<file path="src/hdl/ps2mct_pkg.sv">
// Package for the PS/2 mouse packet decoder and cursor tracker.
// Holds the header bit positions, packet phase codes, limits and beat layout.
// No dependencies; imported by ps2_mouse_packet_cursor_tracker_top.
package ps2mct_pkg;

	// Header byte bit positions
	localparam int unsigned BIT_LEFT   = 0;
	localparam int unsigned BIT_RIGHT  = 1;
	localparam int unsigned BIT_MIDDLE = 2;
	localparam int unsigned BIT_SYNC   = 3;
	localparam int unsigned BIT_X_SIGN = 4;
	localparam int unsigned BIT_Y_SIGN = 5;
	localparam int unsigned BIT_X_OVF  = 6;
	localparam int unsigned BIT_Y_OVF  = 7;

	// Packet phase codes
	localparam logic [1:0] PH_HEADER = 2'd0;
	localparam logic [1:0] PH_X      = 2'd1;
	localparam logic [1:0] PH_Y      = 2'd2;

	// Configuration register indexes
	localparam logic CFG_WIDTH  = 1'b0;
	localparam logic CFG_HEIGHT = 1'b1;

	// Widths
	localparam int unsigned SIZE_W  = 14;
	localparam int unsigned POS_W   = 13;
	localparam int unsigned DELTA_W = 11;
	localparam int unsigned SUM_W   = 15;
	localparam int unsigned OUT_W   = 32;

	// Arithmetic constants
	localparam logic signed [DELTA_W-1:0] SIGN_SPAN = 11'sd256;
	localparam logic signed [DELTA_W-1:0] OVF_STEP  = 11'sd255;
	localparam logic signed [SUM_W-1:0]   X_MARGIN  = 15'sd8;
	localparam logic signed [SUM_W-1:0]   Y_MARGIN  = 15'sd16;
	localparam logic [POS_W-1:0]          X_LIMIT_MAX = 13'd8184;
	localparam logic [POS_W-1:0]          Y_LIMIT_MAX = 13'd8176;

	// Reset values
	localparam logic [SIZE_W-1:0] WIDTH_RESET  = 14'd640;
	localparam logic [SIZE_W-1:0] HEIGHT_RESET = 14'd480;
	localparam logic [POS_W-1:0]  POS_RESET    = 13'd10;

	// Result beat, highest bit first
	typedef struct packed {
		logic [OUT_W-POS_W-POS_W-4:0] pad;
		logic                         middle_pressed;
		logic                         right_pressed;
		logic                         left_pressed;
		logic [POS_W-1:0]             cursor_y;
		logic [POS_W-1:0]             cursor_x;
	} result_t;

endpackage

</file>
<file path="src/hdl/ps2_mouse_packet_cursor_tracker_top.sv">
// Top level of the PS/2 mouse packet decoder and cursor tracker.
// Depends on ps2mct_pkg for constants and the result beat layout.
//
// Usage:
//   s_axis carries one byte from the mouse data port per beat. A packet starts
//   on a byte with bit 3 set, followed by the X and Y delta bytes; other bytes
//   arriving while waiting for a header are dropped.
//   m_axis carries one beat per completed packet: the clamped cursor position
//   and the three button bits of the header.
//   cfg_we/cfg_index/cfg_data write screen_width (index 0) or screen_height
//   (index 1); write only while idle.
//   Throughput: one byte per cycle while the output register can take a
//   result. A byte is held in an input register; the delta decode, add and
//   clamp then run in a single pass into the output register.
//   When the receiver stalls, the output register holds its beat; the input
//   register keeps taking header and X bytes, and stalls on a Y byte until the
//   output register frees.
//   Reset: phase waits for a header, cursor at (10, 10), 640 x 480 screen,
//   no beat pending.
module ps2_mouse_packet_cursor_tracker_top
	import ps2mct_pkg::*;
(
	input  logic              clk,
	input  logic              arst_n,
	input  logic              s_axis_tvalid,
	output logic              s_axis_tready,
	input  logic [7:0]        s_axis_tdata,   // [7:0] data_byte
	output logic              m_axis_tvalid,
	input  logic              m_axis_tready,
	output logic [OUT_W-1:0]  m_axis_tdata,   // [12:0] cursor_x, [25:13] cursor_y,
	                                          // [26] left_pressed, [27] right_pressed,
	                                          // [28] middle_pressed, [31:29] zero
	input  logic              cfg_we,
	input  logic              cfg_index,
	input  logic [SIZE_W-1:0] cfg_data
);

	logic [SIZE_W-1:0] width_q, height_q;
	logic [1:0]        phase_q;
	logic [7:0]        header_q, xbyte_q;
	logic [POS_W-1:0]  pos_x_q, pos_y_q;
	logic              valid_s1;
	logic [7:0]        byte_s1;
	result_t           result_q;
	logic              out_valid_q;

	logic              is_y_byte, out_free, advance_s1, load_out;
	logic signed [DELTA_W-1:0] dx, dy;
	logic signed [SUM_W-1:0]   sum_x, sum_y;
	logic [POS_W-1:0]  lim_x, lim_y, new_x, new_y;

	// Delta as 9-bit two's complement plus optional overflow step
	function automatic logic signed [DELTA_W-1:0] decode_delta(
		input logic [7:0] raw, input logic neg, input logic ovf);
		logic signed [DELTA_W-1:0] d;
		d = $signed({{(DELTA_W-8){1'b0}}, raw});
		if (neg) d = d - SIGN_SPAN;
		if (ovf) d = neg ? d - OVF_STEP : d + OVF_STEP;
		return d;
	endfunction

	// Screen size minus margin, saturated to 0..cap
	function automatic logic [POS_W-1:0] upper_limit(
		input logic [SIZE_W-1:0] size, input logic signed [SUM_W-1:0] margin,
		input logic [POS_W-1:0] cap);
		logic signed [SUM_W-1:0] lim;
		lim = $signed({1'b0, size}) - margin;
		if (lim < 0) return '0;
		if (lim > $signed({{(SUM_W-POS_W){1'b0}}, cap})) return cap;
		return lim[POS_W-1:0];
	endfunction

	function automatic logic [POS_W-1:0] clamp(
		input logic signed [SUM_W-1:0] v, input logic [POS_W-1:0] hi);
		if (v < 0) return '0;
		if (v > $signed({{(SUM_W-POS_W){1'b0}}, hi})) return hi;
		return v[POS_W-1:0];
	endfunction

	// Handshake: a Y byte needs a free output register
	assign is_y_byte     = (phase_q == PH_Y);
	assign out_free      = !out_valid_q || m_axis_tready;
	assign advance_s1    = valid_s1 && (!is_y_byte || out_free);
	assign load_out      = advance_s1 && is_y_byte;
	assign s_axis_tready = !valid_s1 || advance_s1;

	// Decode, move and clamp
	always_comb begin
		dx    = decode_delta(xbyte_q, header_q[BIT_X_SIGN], header_q[BIT_X_OVF]);
		dy    = decode_delta(byte_s1, header_q[BIT_Y_SIGN], header_q[BIT_Y_OVF]);
		sum_x = $signed({{(SUM_W-POS_W){1'b0}}, pos_x_q})
			+ {{(SUM_W-DELTA_W){dx[DELTA_W-1]}}, dx};
		sum_y = $signed({{(SUM_W-POS_W){1'b0}}, pos_y_q})
			- {{(SUM_W-DELTA_W){dy[DELTA_W-1]}}, dy};
		lim_x = upper_limit(width_q, X_MARGIN, X_LIMIT_MAX);
		lim_y = upper_limit(height_q, Y_MARGIN, Y_LIMIT_MAX);
		new_x = clamp(sum_x, lim_x);
		new_y = clamp(sum_y, lim_y);
	end

	// Configuration registers
	always_ff @(posedge clk or negedge arst_n) begin
		if (!arst_n) begin
			width_q  <= WIDTH_RESET;
			height_q <= HEIGHT_RESET;
		end else if (cfg_we) begin
			unique case (cfg_index)
				CFG_WIDTH:  width_q  <= cfg_data;
				CFG_HEIGHT: height_q <= cfg_data;
				default: ;
			endcase
		end
	end

	// Input register
	always_ff @(posedge clk or negedge arst_n) begin
		if (!arst_n) begin
			valid_s1 <= 1'b0;
		end else if (s_axis_tready) begin
			valid_s1 <= s_axis_tvalid;
		end
	end

	always_ff @(posedge clk) begin
		if (s_axis_tready && s_axis_tvalid) begin
			byte_s1 <= s_axis_tdata;
		end
	end

	// Packet phase and cursor state
	always_ff @(posedge clk or negedge arst_n) begin
		if (!arst_n) begin
			phase_q <= PH_HEADER;
			pos_x_q <= POS_RESET;
			pos_y_q <= POS_RESET;
		end else if (advance_s1) begin
			unique case (phase_q)
				PH_X: phase_q <= PH_Y;
				PH_Y: begin
					phase_q <= PH_HEADER;
					pos_x_q <= new_x;
					pos_y_q <= new_y;
				end
				default: phase_q <= byte_s1[BIT_SYNC] ? PH_X : PH_HEADER;
			endcase
		end
	end

	always_ff @(posedge clk) begin
		if (advance_s1) begin
			if (phase_q == PH_X) begin
				xbyte_q <= byte_s1;
			end else if (!is_y_byte && byte_s1[BIT_SYNC]) begin
				header_q <= byte_s1;
			end
		end
	end

	// Output register
	always_ff @(posedge clk or negedge arst_n) begin
		if (!arst_n) begin
			out_valid_q <= 1'b0;
		end else if (out_free) begin
			out_valid_q <= load_out;
		end
	end

	always_ff @(posedge clk) begin
		if (load_out) begin
			result_q.pad            <= '0;
			result_q.cursor_x       <= new_x;
			result_q.cursor_y       <= new_y;
			result_q.left_pressed   <= header_q[BIT_LEFT];
			result_q.right_pressed  <= header_q[BIT_RIGHT];
			result_q.middle_pressed <= header_q[BIT_MIDDLE];
		end
	end

	assign m_axis_tvalid = out_valid_q;
	assign m_axis_tdata  = result_q;

	// Checks
	a_phase_legal: assert property (@(posedge clk) disable iff (!arst_n)
		(phase_q == PH_HEADER) || (phase_q == PH_X) || (phase_q == PH_Y))
		else $error("packet phase reached an unused code");

	a_load_only_on_y: assert property (@(posedge clk) disable iff (!arst_n)
		load_out |-> (phase_q == PH_Y) && out_free)
		else $error("result loaded outside the Y byte or over a pending beat");

	a_x_in_limit: assert property (@(posedge clk) disable iff (!arst_n)
		pos_x_q <= X_LIMIT_MAX && pos_y_q <= Y_LIMIT_MAX)
		else $error("cursor position beyond its cap");

	a_s1_holds: assert property (@(posedge clk) disable iff (!arst_n)
		valid_s1 && !advance_s1 |=> valid_s1 && $stable(byte_s1))
		else $error("stalled input byte lost");

endmodule

</file>
<file path="config.mk">
export PLATFORM = sky130hd
export DESIGN_NAME = ps2_mouse_packet_cursor_tracker_top
export DESIGN_NICKNAME = d
export VERILOG_FILES = /design/src/hdl/ps2mct_pkg.sv /design/src/hdl/ps2_mouse_packet_cursor_tracker_top.sv
export SDC_FILE = /design/constraint.sdc
export NUM_CORES = 1
export LEC_CHECK = 0
export BUFFER_PORTS_ARGS = -buffer_cell sky130_fd_sc_hd__buf_2
export CAP_MARGIN = 20
export CORE_UTILIZATION = 66
export DETAILED_ROUTE_END_ITERATION = 12
export HOLD_SLACK_MARGIN = 0.15
export PLACE_DENSITY = 0.86
export REMOVE_ABC_BUFFERS = 1
export SYNTH_ARGS = -nofsm -noshare
export SYNTH_HDL_FRONTEND = slang
export SYNTH_SLANG_ARGS = --single-unit
</file>
<file path="constraint.sdc">
create_clock -name clk -period 10.85 [get_ports clk]
set_clock_uncertainty 0.05 [all_clocks]
set_input_delay 2.17 -clock clk [delete_from_list [all_inputs] [get_ports clk]]
set_output_delay 2.17 -clock clk [all_outputs]
set_load 0.01 [all_outputs]
</file>
==> key figures <==
Routing
  – Vias per cell: roughly 6.5
  – Final antenna-violating net count: 0
  – Via Count: 6533
  – DRC Markers: 0
  – Wire length per cell: roughly 19 µm
  – Final WL: approximately 19 mm
  – DR pass1 iterations: 5
  – DRT iter0 DRCs: about 500

Die
  – Number of top-level pins: 62
  – Die footprint: 12700 µm²
  – Die X: 113 µm
  – FP Rows: 40
  – Initial core utilization: 0.674
  – Area of the core: between 10000 and 15000 µm²
  – Die Ht: 113 µm

Global routing
  – GR Layer Usage met3: 0.0626
  – Grt peak-use layer: met2
  – Pin count of the biggest net entering global routing: approximately 60
  – Global Route Usage Sum: 0.319
  – Met1 Use GR: 0.413
  – Initial antenna violation count: 0
  – Vias in the first global route: about 6.5k
  – GR Util met2: 0.531
  – Grt ovf: 0
  – Wire length of the first global-routing pass: 31.4 mm

Yosys
  – Yosys top cell by area: edfxtp_1
  – Share of the synthesized area in the top cell type: 0.194
  – Sequential share of the synthesized area: 0.375
  – Post-synthesis register bit count: 110
  – Async SR Flop Fraction: 0.527
  – Synth Flop Type: edfxtp_1
  – Dominant cells by area after synthesis: edfxtp_1, dfrtp_1, ha_1
  – Syn avg cell area: 9.97 µm²
  – Synth cell count leaders: ha_1, a21oi_1, inv_1, edfxtp_1, nand2_1
  – Synth Warn #: 0
  – Most numerous cell in the Yosys netlist: ha_1
  – Post-synth cell types: slightly below 90
  – Post-Synthesis Cell Area: a little over 8000 µm²
  – Number of synthesized flops with an enable pin: 52
  – Cells after Synth: ~810

Critical path
  – R2R depth: 22
  – R2R Path Start: header_q[4]
  – Crit path max fanout: 17
  – Kind of critical path: flop to flop
  – R2R Setup Slk: between 3 and 4 ns
  – Worst setup EP type: flop
  – RR Endpoint: pos_x_q[9]
  – Worst path required time: between 10 and 15 ns
  – Worst setup SP type: flop
  – Arr. time, crit path: between 7 and 8 ns

CTS
  – Hold Buf Count CTS: 0
  – Clk_lat worst skew: around 0.36 ns
  – Clock Tree Buf Depth: 2
  – Root Buffer: clkbuf_16
  – CTS tree: yes
  – CTS H-tree depth: 3
  – Clk sinks: 110
  – Post-CTS Setup Bufs: 0
  – CTS resizes: 0
  – CTS clk-pin slew, worst paths: 0.08 ns
  – Num CTS Buffers: 9

STA
  – Final setup violation count: 0
  – Final hold viol count: 0
  – Setup TNS: 0 ns
  – Fmax: between 0.1 and 0.15 GHz
  – Crit share post-route: 0.646
  – Worst slew pin tran: 1.12 ns
  – Slew Viols, Final: 0
  – Slew HR: 0.251
  – Post-route setup slack: around 3.8 ns
  – RSZ-0062 raised after global routing: false
  – Min Tclk post-route: 7.01 ns

Hold path
  – HP Class: flop to flop
  – Hold path startpoint: header_q[2]
  – Worst Hold Endpoint: m_axis_tdata[28]
  – Hold path cells: 0

Placed design
  – IO buf count: 58
  – Worst slack at placement: approximately 3.9 ns
  – RD Place Congestion: about 0.87
  – HPWL after DPL: approximately 15 mm

Cells and area
  – Register cell area after layout: between 3000 and 4000 µm²
  – Nets@finish: between 900 and 1k
  – # diodes: 0
  – Layout cell share with drive strength beyond 1: 0.190
  – Multi-input logic area: 4650 µm²
  – Fill cell count: roughly 860
  – Layout area overhead: 8.05%

Power
  – PnR Total Power: 2.30 mW
  – Power per cell area: ~260 nW/µm²
  – Leakage: 3.81 nW
  – VDD IR-drop max: 0.161 mV

Flow run
  – Max-cap check violation count: 0

Run status
  – Status: completed
[cells by family after synthesis]
| group | after synthesis | synth area share |
|---|---|---|
| multiplexers | 51 | 0.0692 |
| buffers and inverters | 93 | 0.0486 |
| AND/OR/NAND/NOR | 210 | 0.138 |
| XOR/XNOR | 45 | 0.0531 |
| adder cells (fa/ha/maj) | 78 | 0.125 |
| other | 1 | 0.000465 |
| flip-flops | 110 | 0.375 |
| AO/OA/AOI/OAI | 221 | 0.191 |
[worst max-delay path by stage]
stage | endpoint | startpoint | cells past startpoint
floorplan | pos_x_q[5] | header_q[4] | 22
global placement | pos_x_q[9] | header_q[4] | 22
detailed placement | pos_x_q[5] | header_q[4] | 22
CTS | pos_x_q[9] | header_q[4] | 22
global route | pos_x_q[9] | header_q[4] | 22
finish | pos_x_q[9] | header_q[4] | 22
[power by group]
part | switching, mW | internal [mW] | total (mW) | leakage, nW
Clock | 0.161 | 0.175 | 0.336 | 0.148
Sequential | 0.0721 | 0.561 | 0.633 | 1.19
Combinational | 0.802 | 0.525 | 1.33 | 2.47
Total | 1.04 | 1.26 | 2.30 | 3.81
[registers in the layout, indices dropped and copies added, names as in the netlist]
name and flops:
byte_s1 8, header_q 7, height_q 14, m_axis_tdata 29, m_axis_tvalid 1, phase_q 2
pos_x_q 13, pos_y_q 13, valid_s1 1, width_q 14, xbyte_q 8
[cell usage in the layout (no fill, tap or decap), drive strengths merged, types with 9 or more instances in the layout]
| cell | instances |
|---|---|
| a211oi | 11 |
| a21o | 22 |
| a21oi | 61 |
| buf | 62 |
| clkbuf | 11 |
| dfrtp | 48 |
| dfstp | 10 |
| edfxtp | 52 |
| ha | 74 |
| inv | 64 |
| mux2 | 38 |
| mux2i | 13 |
| nand2 | 53 |
| nand2b | 9 |
| nand3 | 25 |
| nor2 | 47 |
| nor2b | 9 |
| nor3 | 18 |
| nor4 | 11 |
| o211ai | 12 |
| o21ai | 49 |
| xnor2 | 31 |
| xor2 | 14 |
[stage by stage]
| stage | hold WS (ns) | cell area, µm² | cells | util |
|---|---|---|---|---|
| detailed placement | 0.370 | 8410 | 988 | 0.703 |
| global placement | 0.353 | 8410 | 988 | 0.703 |
| floorplan | 0.350 | 7910 | 779 | - |
| finish | 0.384 | 8710 | 1004 | 0.728 |
| CTS | 0.388 | 8710 | 1004 | 0.728 |
| global route | 0.395 | 8710 | 1004 | 0.728 |
[layout make-up]
type,instances,area share
multi-input cells,608,0.534
clock inverters,5,0.00531
repair buffers,62,0.0368
inverters,61,0.0263
clock buffers,11,0.0291
flip-flops and latches,110,0.347
well taps,147,0.0211
[critical path, stage by stage (launching register included)]
cell and delay, ns:
edfxtp_1 0.56, clkinv_1 0.59, ha_1 0.50, a21o_1 0.17, a21oi_1 0.23, o21bai_1 0.11
a21oi_1 0.24, o21bai_1 0.09, a21oi_1 0.19, xnor2_1 0.08, mux2_2 0.27, ha_1 0.33
a21oi_1 0.21, o21ai_0 0.21, or4_1 0.52, o211ai_1 0.22, ha_1 0.33, a2111oi_0 0.38
o31a_1 0.22, nor3_2 0.07, o211ai_2 0.60, nand2_2 0.31, a221o_1 0.41
[per-layer routing]
layer	share of wire	wire length (µm)
met5	0	0
met4	0.025	480
met3	0.059	1150
met2	0.49	9420
met1	0.43	8300
No activity file was read; power rests on OpenSTA's default activity.
